### src/hdl/rnd_pkg.sv
// Shared types, constants and table lookup for the rANS nibble decoder.
package rnd_pkg;

	localparam int unsigned LowerBoundLog2 = 23;
	localparam int unsigned MaxSymbols     = 16;
	localparam logic [31:0] StateBound     = 32'd1 << LowerBoundLog2;

	// Configuration register indexes
	localparam logic [2:0] REG_TOTAL_FREQ    = 3'd0;
	localparam logic [2:0] REG_ALPHABET_SIZE = 3'd1;
	localparam logic [2:0] REG_CUM_LOW       = 3'd2;
	localparam logic [2:0] REG_CUM_MID       = 3'd3;
	localparam logic [2:0] REG_CUM_HIGH      = 3'd4;
	localparam logic [2:0] REG_SYMBOL_COUNT  = 3'd5;

	// Operation codes
	localparam logic OP_START  = 1'b0;
	localparam logic OP_DECODE = 1'b1;

	typedef enum logic [6:0] {
		ST_IDLE   = 7'b0000001,
		ST_DIV    = 7'b0000010,
		ST_SEARCH = 7'b0000100,
		ST_MUL    = 7'b0001000,
		ST_ADD    = 7'b0010000,
		ST_RENORM = 7'b0100000,
		ST_DONE   = 7'b1000000
	} state_t;

	typedef struct packed {
		logic [3:0] symbol;
		logic [2:0] bytes_used;
		logic [7:0] packed_byte;
		logic       byte_valid;
		logic       finished;
	} result_t;

	// Cumulative start of symbol s; symbol 0 starts at 0.
	function automatic logic [11:0] cum_start(input logic [59:0] tab_lo,
		input logic [59:0] tab_mid, input logic [59:0] tab_hi, input logic [3:0] s);
		logic [11:0] r;
		r = 12'd0;
		if (s == 4'd0) begin
			r = 12'd0;
		end else if (s <= 4'd5) begin
			r = tab_lo[(int'(s) - 1) * 12 +: 12];
		end else if (s <= 4'd10) begin
			r = tab_mid[(int'(s) - 6) * 12 +: 12];
		end else begin
			r = tab_hi[(int'(s) - 11) * 12 +: 12];
		end
		return r;
	endfunction

endpackage

### src/hdl/rnd_div.sv
// Restoring radix-2 divider: 32-bit dividend by 13-bit divisor, one bit per cycle.
module rnd_div import rnd_pkg::*; (
	input  logic        clk,
	input  logic        arst_n,
	input  logic        start,
	input  logic [31:0] dividend,
	input  logic [12:0] divisor,
	output logic        done,
	output logic [31:0] quotient,
	output logic [12:0] remainder
);

	logic        busy_q;
	logic        done_q;
	logic [4:0]  cnt_q;
	logic [12:0] rem_q;
	logic [31:0] quo_q;
	logic [12:0] div_q;

	logic [13:0] trial;
	logic        fits;
	logic [13:0] diff;

	assign trial = {rem_q, quo_q[31]};
	assign fits  = trial >= {1'b0, div_q};
	assign diff  = trial - {1'b0, div_q};

	always_ff @(posedge clk or negedge arst_n) begin
		if (!arst_n) begin
			busy_q <= 1'b0;
			done_q <= 1'b0;
			cnt_q  <= '0;
		end else begin
			done_q <= 1'b0;
			if (start) begin
				busy_q <= 1'b1;
				cnt_q  <= 5'd31;
			end else if (busy_q) begin
				cnt_q <= cnt_q - 5'd1;
				if (cnt_q == 5'd0) begin
					busy_q <= 1'b0;
					done_q <= 1'b1;
				end
			end
		end
	end

	always_ff @(posedge clk) begin
		if (start) begin
			rem_q <= '0;
			quo_q <= dividend;
			div_q <= divisor;
		end else if (busy_q) begin
			rem_q <= fits ? diff[12:0] : trial[12:0];
			quo_q <= {quo_q[30:0], fits};
		end
	end

	assign done      = done_q;
	assign quotient  = quo_q;
	assign remainder = rem_q;

endmodule

### src/hdl/rans_nibble_decoder_unit.sv
// Top level of the rANS nibble decoder: control sequencer, coder state and result register.
//
// Range-ANS decoder for 4-bit symbols with a 32-bit state and backward byte-wise
// renormalization. A start transaction (operation 0) loads the state from stream_word
// and reports the bytes it took; a decode transaction (operation 1) yields one symbol,
// the stream bytes it shifted in (at most three, taken from stream_word high byte
// first) and, on every second symbol or the last one, a packed byte. Once symbol_count
// symbols are decoded, further decode transactions only report finished. The input
// takes one transaction at a time: in_stall stays high while an item is in work. A
// start item, or a decode after the end, goes from acceptance straight to the done
// state, which moves its result to the output register once that is free; the next
// transaction is accepted when the sequencer is back in idle. A decode first passes
// through the divide, search, multiply, add and renormalize states. The state modulo
// and quotient by total_freq come from a single one-bit-per-cycle restoring divider,
// the cumulative table is scanned one entry per cycle, then one multiply, one add and
// one renormalization byte per cycle follow, and the done state moves the result to
// the output register once it is free. The result sits in an output register, so the
// next transaction is accepted while a finished result still waits under out_stall.
// Configuration writes are always taken (cfg_ready is high) and must only be issued
// while the block is idle; indexes beyond the register list are ignored.
module rans_nibble_decoder_unit import rnd_pkg::*; (
	input  logic        clk,
	input  logic        arst_n,
	// configuration write channel
	input  logic        cfg_valid,
	output logic        cfg_ready,
	input  logic [2:0]  cfg_index,
	input  logic [59:0] cfg_data,
	// input channel
	input  logic        in_valid,
	output logic        in_stall,
	input  logic        operation,
	input  logic [31:0] stream_word,
	input  logic [2:0]  bytes_left,
	// output channel
	output logic        out_valid,
	input  logic        out_stall,
	output logic [3:0]  symbol,
	output logic [2:0]  bytes_used,
	output logic [7:0]  packed_byte,
	output logic        byte_valid,
	output logic        finished
);

	// Configuration registers
	logic [12:0] total_freq_q;
	logic [4:0]  alphabet_size_q;
	logic [59:0] cum_low_q;
	logic [59:0] cum_mid_q;
	logic [59:0] cum_high_q;
	logic [15:0] symbol_count_q;

	// Decoder state
	logic [31:0] coder_state_q;
	logic [15:0] symbols_done_q;
	logic [3:0]  held_nibble_q;
	logic        nibble_pending_q;

	// Per-item work registers
	state_t      state_q;
	logic [31:0] word_q;
	logic [2:0]  left_q;
	logic [1:0]  used_q;
	logic [12:0] x_q;
	logic [31:0] quo_q;
	logic [3:0]  s_q;
	logic [31:0] freq_q;
	logic [31:0] xm_q;
	result_t     res_q;
	result_t     out_q;
	logic        out_valid_q;

	// Divider hookup
	logic        div_start;
	logic        div_done;
	logic [31:0] div_quo;
	logic [12:0] div_rem;

	logic        in_take;
	logic        out_take;
	logic        out_free;
	logic [2:0]  left_clamp;
	logic [12:0] tf_eff;
	logic [4:0]  asz_eff;
	logic [4:0]  s_inc;
	logic [11:0] start_cur;
	logic [11:0] start_nxt;
	logic        step_on;
	logic [31:0] next_val;
	logic        renorm_on;
	logic [15:0] done_next;
	logic        last_sym;
	result_t     res_idle;
	result_t     res_dec;

	assign cfg_ready = 1'b1;
	assign in_stall  = (state_q != ST_IDLE);
	assign in_take   = in_valid && !in_stall;
	assign out_take  = out_valid_q && !out_stall;
	assign out_free  = !out_valid_q || !out_stall;

	assign left_clamp = (bytes_left > 3'd4) ? 3'd4 : bytes_left;
	assign tf_eff     = (total_freq_q == 13'd0) ? 13'd1 : total_freq_q;
	assign asz_eff    = (alphabet_size_q == 5'd0) ? 5'd1 :
		(alphabet_size_q > 5'(MaxSymbols)) ? 5'(MaxSymbols) : alphabet_size_q;

	// Linear table scan: one candidate symbol per cycle
	assign s_inc     = {1'b0, s_q} + 5'd1;
	assign start_cur = cum_start(cum_low_q, cum_mid_q, cum_high_q, s_q);
	assign start_nxt = cum_start(cum_low_q, cum_mid_q, cum_high_q, s_inc[3:0]);
	assign step_on   = (s_inc < asz_eff) && (x_q >= {1'b0, start_nxt});
	assign next_val  = (s_inc < asz_eff) ? {20'd0, start_nxt} : {19'd0, tf_eff};

	// Renormalization shifts one byte per cycle
	assign renorm_on = (used_q < 2'd3) && ({1'b0, used_q} < left_q) &&
		(coder_state_q < StateBound);

	assign done_next = symbols_done_q + 16'd1;
	assign last_sym  = done_next >= symbol_count_q;

	assign div_start = in_take && (operation == OP_DECODE) &&
		(symbols_done_q < symbol_count_q);

	// Result of a start, or of a decode past the end
	// Result of a live decode, taken when renormalization ends
	always_comb begin
		res_idle = '0;
		if (operation == OP_START) begin
			res_idle.bytes_used = left_clamp;
			res_idle.finished   = (symbol_count_q == 16'd0);
		end else begin
			res_idle.finished = 1'b1;
		end
		res_dec            = '0;
		res_dec.symbol     = s_q;
		res_dec.bytes_used = {1'b0, used_q};
		res_dec.finished   = last_sym;
		if (nibble_pending_q) begin
			res_dec.packed_byte = {held_nibble_q, s_q};
			res_dec.byte_valid  = 1'b1;
		end else if (last_sym) begin
			res_dec.packed_byte = {s_q, 4'd0};
			res_dec.byte_valid  = 1'b1;
		end
	end

	rnd_div u_div (
		.clk       (clk),
		.arst_n    (arst_n),
		.start     (div_start),
		.dividend  (coder_state_q),
		.divisor   (tf_eff),
		.done      (div_done),
		.quotient  (div_quo),
		.remainder (div_rem)
	);

	// Configuration writes
	always_ff @(posedge clk or negedge arst_n) begin
		if (!arst_n) begin
			total_freq_q    <= 13'd4096;
			alphabet_size_q <= 5'd16;
			cum_low_q       <= '0;
			cum_mid_q       <= '0;
			cum_high_q      <= '0;
			symbol_count_q  <= '0;
		end else if (cfg_valid && cfg_ready) begin
			case (cfg_index)
				REG_TOTAL_FREQ:    total_freq_q    <= cfg_data[12:0];
				REG_ALPHABET_SIZE: alphabet_size_q <= cfg_data[4:0];
				REG_CUM_LOW:       cum_low_q       <= cfg_data;
				REG_CUM_MID:       cum_mid_q       <= cfg_data;
				REG_CUM_HIGH:      cum_high_q      <= cfg_data;
				REG_SYMBOL_COUNT:  symbol_count_q  <= cfg_data[15:0];
				default: ;
			endcase
		end
	end

	// Sequencer and decoder state
	always_ff @(posedge clk or negedge arst_n) begin
		if (!arst_n) begin
			state_q          <= ST_IDLE;
			coder_state_q    <= '0;
			symbols_done_q   <= '0;
			held_nibble_q    <= '0;
			nibble_pending_q <= 1'b0;
			out_valid_q      <= 1'b0;
		end else begin
			// a new result replaces a taken one in the same cycle
			if (state_q == ST_DONE && out_free) begin
				out_valid_q <= 1'b1;
			end else if (out_take) begin
				out_valid_q <= 1'b0;
			end
			case (state_q)
				ST_IDLE: begin
					if (in_take) begin
						if (operation == OP_START) begin
							coder_state_q    <= stream_word;
							symbols_done_q   <= '0;
							held_nibble_q    <= '0;
							nibble_pending_q <= 1'b0;
							state_q          <= ST_DONE;
						end else if (div_start) begin
							state_q <= ST_DIV;
						end else begin
							state_q <= ST_DONE;
						end
					end
				end
				ST_DIV: begin
					if (div_done) begin
						state_q <= ST_SEARCH;
					end
				end
				ST_SEARCH: begin
					if (!step_on) begin
						state_q <= ST_MUL;
					end
				end
				ST_MUL: begin
					coder_state_q <= freq_q * quo_q;
					state_q       <= ST_ADD;
				end
				ST_ADD: begin
					coder_state_q <= coder_state_q + xm_q;
					state_q       <= ST_RENORM;
				end
				ST_RENORM: begin
					if (renorm_on) begin
						coder_state_q <= {coder_state_q[23:0], word_q[31:24]};
					end else begin
						symbols_done_q <= done_next;
						if (nibble_pending_q) begin
							nibble_pending_q <= 1'b0;
							held_nibble_q    <= '0;
						end else if (!last_sym) begin
							held_nibble_q    <= s_q;
							nibble_pending_q <= 1'b1;
						end
						state_q <= ST_DONE;
					end
				end
				ST_DONE: begin
					if (out_free) begin
						state_q <= ST_IDLE;
					end
				end
				default: state_q <= ST_IDLE;
			endcase
		end
	end

	// Work and result payload
	always_ff @(posedge clk) begin
		case (state_q)
			ST_IDLE: begin
				word_q <= stream_word;
				left_q <= left_clamp;
				used_q <= '0;
				res_q  <= res_idle;
			end
			ST_DIV: begin
				x_q   <= div_rem;
				quo_q <= div_quo;
				s_q   <= '0;
			end
			ST_SEARCH: begin
				if (step_on) begin
					s_q <= s_inc[3:0];
				end else begin
					freq_q <= next_val - {20'd0, start_cur};
					xm_q   <= {19'd0, x_q} - {20'd0, start_cur};
				end
			end
			ST_RENORM: begin
				if (renorm_on) begin
					word_q <= {word_q[23:0], 8'd0};
					used_q <= used_q + 2'd1;
				end else begin
					res_q <= res_dec;
				end
			end
			ST_DONE: begin
				if (out_free) begin
					out_q <= res_q;
				end
			end
			default: ;
		endcase
	end

	assign out_valid   = out_valid_q;
	assign symbol      = out_q.symbol;
	assign bytes_used  = out_q.bytes_used;
	assign packed_byte = out_q.packed_byte;
	assign byte_valid  = out_q.byte_valid;
	assign finished    = out_q.finished;

endmodule

### config.mk
export PLATFORM = sky130hd
export DESIGN_NAME = rans_nibble_decoder_unit
export DESIGN_NICKNAME = d
export VERILOG_FILES = /design/src/hdl/rnd_pkg.sv /design/src/hdl/rnd_div.sv /design/src/hdl/rans_nibble_decoder_unit.sv
export SDC_FILE = /design/constraint.sdc
export NUM_CORES = 2
export LEC_CHECK = 0
export BUFFER_PORTS_ARGS = -buffer_cell sky130_fd_sc_hd__buf_4
export CORE_UTILIZATION = 60
export CTS_CLUSTER_SIZE = 28
export DETAILED_ROUTE_END_ITERATION = 7
export GPL_TIMING_DRIVEN = 0
export MAX_ROUTING_LAYER = met4
export PLACE_DENSITY = 0.84
export RECOVER_POWER = 100
export SLEW_MARGIN = 20
export SYNTH_ARGS = -nofsm -noshare
export SYNTH_HDL_FRONTEND = slang
export SYNTH_SLANG_ARGS = --single-unit
### constraint.sdc
create_clock -name clk -period 15.93 [get_ports clk]
set_clock_uncertainty 0.2 [all_clocks]
set_input_delay 0.7965 -clock clk [delete_from_list [all_inputs] [get_ports clk]]
set_output_delay 0.7965 -clock clk [all_outputs]
set_load 0.005 [all_outputs]
Word-level counts from Yosys, hierarchy flattened
Index checks and enable logic that the tools add are counted.
{ "totals": {"elab_cells": 203, "regBits": 524, "out_inout_bits": 20} }
{ "classes": {"magnitude_cmp": 14, "n_reduce_logical": 39, "eq_ne": 22, "n_mux": 64, "mul": 7, "bitwise": 1, "n_shift": 6, "addsub": 14} }
{ "ops": {"columns": ["operator", "count"], "rows": [
  ["$shiftx 60x10->12", 6],
  ["$mux 32", 6],
  ["$pmux 32 s4", 1],
  ["$mux 12", 6],
  ["$pmux 32 s2", 1],
  ["$mux 7", 7],
  ["$pmux 7 s7", 1],
  ["$mul 5x3->8 const B", 6],
  ["$mux 16", 3],
  ["$mux 13", 3],
  ["$pmux 17 s2", 1],
  ["$add 32x32->32", 1],
  ["$lt 32x24->1 const B", 1],
  ["$mul 32x32->32", 1],
  ["$pmux 16 s2", 1],
  ["$sub 13x12->14", 2],
  ["$mux 4", 6],
  ["$reduce_and 2->1", 11],
  ["$mux 5", 4],
  ["$mux 9", 2],
  ["$mux 17", 1],
  ["$add 16x1->16 const B", 1],
  ["$ge 16x16->1", 1],
  ["$logic_not 16->1", 1],
  ["other kinds (49)", 93]
]} }

Depth between registers and ports, before layout
{ "depth": {"ltp_word": 11, "ltp_mapped": 37, "ltp_nobuf": 29} }

By module
A second synthesis with hierarchy kept.
{ "unflattened": {"cells_unflattened": 4629, "area_unflattened_um2": 47921.0} }
{ "modules_own_cells": {"columns": ["mod", "area_each_um2", "cells_each", "instances", "seq_area_each_um2"], "rows": [
  ["rans_nibble_decoder_unit", 44438.9, 4341, 1, 11329.6],
  ["rnd_div", 3482.1, 288, 1, 1786.7]
]} }

Worst setup path after synthesis
Ideal clock, no wire load.
{ "synth_path": {"path_kind": "register to register", "from": "register s_q[0]", "to": "register freq_q[0] (enable)", "t_arrival_ns": 7.650, "period_less_slack_ns": 8.225, "path_buffers": 10, "required_ns": 15.356, "setup_slack_ns": 7.705, "stages_incl_launch_ff": 34, "cell_sequence": "edfxtp_1 > buf_4 > inv_1 > buf_2 > buf_1 > buf_1 > ha_1 > inv_2 > clkbuf_1 > clkbuf_1 > buf_1 > ha_1 > o21ai_0 > xnor2_1 > ha_1 > inv_1 > fa_1 > clkbuf_1 > clkbuf_1 > clkbuf_1 > nand2_1 > o21ai_0 > a21oi_1 > or3_1 > ha_1 > nor2b_1 > o21a_1 > o21a_1 > o21ai_0 > a21oi_1 > o21ai_0 > a21oi_1 > o41ai_1 > o21ba_2"} }
{ "synth_between": {"elab_chain_cells": 11, "word_cells_on_any_way": 21, "classes_between": "add/sub (4); mul (3); order compare (4); shift (3); mux (3); bitwise (1); reduce/logical (3)"} }
{ "synth_rtl": {"columns": ["item", "line", "source"], "rows": [
  ["start: declaration", "rans_nibble_decoder_unit.sv:66", "logic [3:0] s_q;"],
  ["start signal: assignment", "rans_nibble_decoder_unit.sv:271", "s_q <= s_inc[3:0];"],
  ["$add 4x1->5 (*)", "rans_nibble_decoder_unit.sv:108", "assign s_inc = {1'b0, s_q} + 5'd1;"],
  ["named net s_inc[0]", "rans_nibble_decoder_unit.sv:85", "logic [4:0] s_inc;"],
  ["$sub 4x4->5 / $sub 4x3->5 (equally long branches)", "rnd_pkg.sv:50, rnd_pkg.sv:48", null],
  ["$mul 5x3->8 (on tied branches)", "rnd_pkg.sv:50, rnd_pkg.sv:48", null],
  ["$shiftx 60x10->12 (on tied branches)", "rnd_pkg.sv:50, rnd_pkg.sv:48", null],
  ["$mux 12", "rnd_pkg.sv:47", "end else if (s <= 4'd10) begin"],
  ["$mux 12", "rnd_pkg.sv:45", "end else if (s <= 4'd5) begin"],
  ["$mux 12", "rnd_pkg.sv:43", "if (s == 4'd0) begin"],
  ["$ge 13x12->1", "rans_nibble_decoder_unit.sv:111", "assign step_on = (s_inc < asz_eff) && (x_q >= {1'b0, start_nxt});"],
  ["$logic_and 1x1->1 (*)", "rans_nibble_decoder_unit.sv:111", null],
  ["$not 1->1 (no line) (*)", null, null],
  ["$reduce_and 2->1 (no line) (*)", null, null],
  ["end signal: assignment", "rans_nibble_decoder_unit.sv:273", "freq_q <= next_val - {20'd0, start_cur};"],
  ["end: declaration", "rans_nibble_decoder_unit.sv:67", "logic [31:0] freq_q;"]
]} }
Mark *: on every way through the listed nets, which the timed path passes. The rest lies on a longest branch.
A chain may end at the register's enable or synchronous reset.

Worst setup path after layout
{ "layout_path": {"from": "register s_q[0]", "to": "register xm_q[9] (enable)"} }
{ "layout_between": {"elab_chain_cells": 11, "word_cells_on_any_way": 21, "classes_between": "add/sub (4); mul (3); order compare (4); shift (3); mux (3); bitwise (1); reduce/logical (3)"} }
{ "layout_rtl": {"columns": ["item", "line", "source"], "rows": [
  ["$add 4x1->5 (*)", "rans_nibble_decoder_unit.sv:108", null],
  ["named net s_inc[0]", "rans_nibble_decoder_unit.sv:85", null],
  ["$sub 4x4->5 / $sub 4x3->5 (equally long branches)", "rnd_pkg.sv:50, rnd_pkg.sv:48", null],
  ["$mul 5x3->8 (on tied branches)", "rnd_pkg.sv:50, rnd_pkg.sv:48", null],
  ["$shiftx 60x10->12 (on tied branches)", "rnd_pkg.sv:50, rnd_pkg.sv:48", null],
  ["$mux 12", "rnd_pkg.sv:47", null],
  ["$mux 12", "rnd_pkg.sv:45", null],
  ["$mux 12", "rnd_pkg.sv:43", null],
  ["$ge 13x12->1", "rans_nibble_decoder_unit.sv:111", null],
  ["$logic_and 1x1->1 (*)", "rans_nibble_decoder_unit.sv:111", null],
  ["$not 1->1 (no line) (*)", null, null],
  ["$reduce_and 2->1 (no line) (*)", null, null],
  ["end signal: assignment", "rans_nibble_decoder_unit.sv:274", "xm_q <= {19'd0, x_q} - {20'd0, start_cur};"],
  ["end: declaration", "rans_nibble_decoder_unit.sv:68", "logic [31:0] xm_q;"]
]} }
Marks and branches as above.

==> metrics.txt <==
Reg clk slew, reported paths 60 ps; CTS Root Buffer Type sky130_fd_sc_hd__clkbuf_16; Critical Path Start Type flip-flop; DIE HEIGHT 282 µm; count of port buffers added during placement 121; Clk Latency, worst-skew pair 660 ps; area grow syn2layout 8.64%; detail-routed via count per cell 6.94; sum of net half-perimeters after detailed placement 152000 µm; TritonCTS sink count 488; post-synthesis instance area 47100 µm²; initial cell density of the core 0.607; antenna viol nets, final 0; failing checks design-rule violations, max-capacitance violations, max-slew violations; total number of vias 40804; Pre-Repair DR Iteration Count 8; critical register-to-register path startpoint s_q[0]$_SDFFCE_PN0P_; detail-routed net length per standard cell 33.2 µm; post-synthesis cell type with the largest combined area sky130_fd_sc_hd__dfrtp_1; post-route clock period utilization 0.936; non-filler instance count after layout 5880; Top FF cell, synth sky130_fd_sc_hd__dfrtp_1; hold violation total from the final report 0; library cell contributing the largest single delay on the critical path sky130_fd_sc_hd__clkbuf_1; Cell variety after synth 95; upper clock frequency limit 67.1 MHz; DRC violation total after the first TritonRoute iteration 5188; cell row count 102; final-report max-slew violation count 251; TritonCTS clock tree yes; area of the die 79600 µm²; aggregate negative setup slack 0 ps; per-instance average area after synthesis 10.2 µm²; instance area at placement 49500 µm²; RSZ-0062 raised after global routing no; category of the most critical setup path reg -> reg; wire length of the first global-routing pass 279000 µm; placed cell count 5775; clock tree buffer depth 3; largest fanout on the critical path 28; most area-consuming cells after synthesis sky130_fd_sc_hd__dfrtp_1 15%, sky130_fd_sc_hd__fa_1 15%, sky130_fd_sc_hd__edfxtp_1 12%; Post CTS Setup Buffer Count 0; depth of the CTS H-tree 2; number of synthesized flops with an enable pin 193; count of state elements after synthesis 488; synthesized netlist net count 5346; Die Span X 282 µm; area share of the largest cell type after synthesis 0.148; transition time at the pin with the least slew margin 5320 ps; synthesized netlist cell count 4605; fraction of layout cells with a size suffix above 1 0.150; total congestion overflow 0; antenna violations before repair 7; share of synthesized area occupied by flip-flops and latches 0.279; max capacitance violation total 4; worst slew margin relative to its limit -2.54; gp weighted congestion 1.14; Hold WS 186 ps; FFs w/ async S/R, synth 0.578; Hold Crit Start res_q[8]$_SDFFCE_PN0P_; FF-to-FF path depth 33; worst hold path depth 0; critical path's most frequent cell sky130_fd_sc_hd__clkbuf_1; number of global-route vias before repair 40987; signal arrival time at the worst endpoint 14960 ps; Hold Crit Class reg -> reg; number of fill cells in the layout 5908; origin of the worst setup path s_q[0]$_SDFFCE_PN0P_; shortest period the worst path allows 14910 ps; Nets 5532; outcome complete, but fails checks; Critical Path End Type flip-flop; All-Layer GR Usage 0.510; CTS Buf Count 51; core footprint 77600 µm²; post-route DRC violation count 1; setup violation total in the final timing report 0; data required time of the worst path 15980 ps; highest cell delay on the worst timing path 1140 ps; I/O Pins 124; total wirelength of the detailed-routed design 195000 µm; YS warnings 0; maximum number of pins on one net before global-route repair 102; Layout Cell Area excl Fill 51100 µm²
==> layer usage <==
layer  global-route usage  vias up  wire length [µm]  share of wire
met5                    -        -                 0              0
met4                0.431        0             21600           0.11
met3                0.122     1050             20400           0.10
met2                0.769     3034             86800           0.45
met1                0.573    20081             66300           0.34
li1                     -    16639                 -              -
==> path summary, 6_finish.rpt <==
| path | slack [ps] | end |
|---|---|---|
| min in group asynchronous | 2670 | coder_state_q[12]$_DFFE_PN0P_ |
| max | 1020 | xm_q[9]$_DFFE_PP_ |
| min reg2reg | 190 | packed_byte[6]$_DFFE_PP_ |
| max in group asynchronous | 5910 | cum_high_q[8]$_DFFE_PN0P_ |
| max reg2reg | 1020 | xm_q[9]$_DFFE_PP_ |
| min | 190 | packed_byte[6]$_DFFE_PP_ |
==> flip-flops by register name (all words and copies together), names as in the netlist, 17 cells and up <==
name,flops
cum_low_q,60
word_q,32
res_q,17
cum_mid_q,60
cum_high_q,60
u_div.quotient,32
coder_state_q,32
quo_q,32
==> cell usage after synthesis, drive strengths merged (12+ instances only) <==
cell	number
a22o	21
nand2	437
nor4	21
nand3b	14
o211ai	31
inv	430
o21ai	163
a21boi	14
a31oi	51
fa	347
a311oi	14
mux2i	135
mux4	135
nor3	53
nand2b	23
o21bai	12
a21oi	195
ha	290
xor2	45
nor2b	60
buf	92
dfxtp	13
xnor2	101
nand3	51
o21a	31
dfrtp	279
nor2	224
a222oi	21
a21o	37
or3	15
edfxtp	193
a211oi	70
o22ai	25
a22oi	29
clkbuf	179
a221oi	24
and2	254
nand4	15
and3	17
mux2	283
==> kinds of logic after synthesis <==
family,share of synthesized area
simple gates,0.127
fa+ha+maj,0.225
mux,0.161
other cells,0.0000797
buf+inv,0.0592
compound gates,0.121
xor+xnor,0.0277
flops,0.279
==> metrics by stage <==
stage               setup WS (ps)  utilization
global placement             1900        0.635
CTS                          2680        0.661
floorplan                    7710            -
global route                 1050        0.659
detailed placement           2710        0.638
finish                       1020        0.659
==> final cells by class <==
type	count	area, µm²	share of cell area
antenna	6	15.0	0.000294
clock inverter	31	369	0.00722
sequential	488	13100	0.257
inverter	432	1630	0.0318
multi-input combinational	3414	31200	0.610
buffer	271	1150	0.0224
timing repair buffer	133	971	0.0190
tap	1040	1300	0.0255
clock buffer	65	1410	0.0276
==> cells in the final DEF, fill, tap and decap left out, types with 20 or more instances in the layout <==
master,instances
sky130_fd_sc_hd__a211oi_1,70
sky130_fd_sc_hd__a21o_1,37
sky130_fd_sc_hd__a21oi_1,195
sky130_fd_sc_hd__a221oi_1,24
sky130_fd_sc_hd__a222oi_1,21
sky130_fd_sc_hd__a22o_1,21
sky130_fd_sc_hd__a22oi_1,29
sky130_fd_sc_hd__a31oi_1,51
sky130_fd_sc_hd__and2_1,252
sky130_fd_sc_hd__buf_2,53
sky130_fd_sc_hd__buf_4,117
sky130_fd_sc_hd__clkbuf_1,215
sky130_fd_sc_hd__clkbuf_16,52
sky130_fd_sc_hd__dfrtp_1,279
sky130_fd_sc_hd__edfxtp_1,193
sky130_fd_sc_hd__fa_1,347
sky130_fd_sc_hd__ha_1,290
sky130_fd_sc_hd__inv_1,429
sky130_fd_sc_hd__mux2_2,278
sky130_fd_sc_hd__mux2i_1,135
sky130_fd_sc_hd__mux4_2,135
sky130_fd_sc_hd__nand2_1,437
sky130_fd_sc_hd__nand2b_1,23
sky130_fd_sc_hd__nand3_1,51
sky130_fd_sc_hd__nor2_1,221
sky130_fd_sc_hd__nor2b_1,60
sky130_fd_sc_hd__nor3_1,52
sky130_fd_sc_hd__nor4_1,20
sky130_fd_sc_hd__o211ai_1,31
sky130_fd_sc_hd__o21a_1,31
sky130_fd_sc_hd__o21ai_0,161
sky130_fd_sc_hd__o22ai_1,25
sky130_fd_sc_hd__xnor2_1,101
sky130_fd_sc_hd__xor2_1,45
==> critical path, delay by kind of cell (launching register included) <==
family | cells | cell delay, ps
DFF | 1 | 440
adders and majority gates | 5 | 2150
AOI/OAI and AO/OA | 12 | 3530
xor gates and xnor gates | 1 | 240
and+or+nand+nor | 2 | 500
buffers and inverters | 13 | 7410
==> repair_timing <==
action / CTS / global route
resized for setup: 0 / 0
hold buffers: 1 / 0
endpoints found under the hold margin: 34 / 0
Power is left out: the tool's default activity adds up to more than one toggle a clock period on the data nets, which glitch-free logic cannot reach.
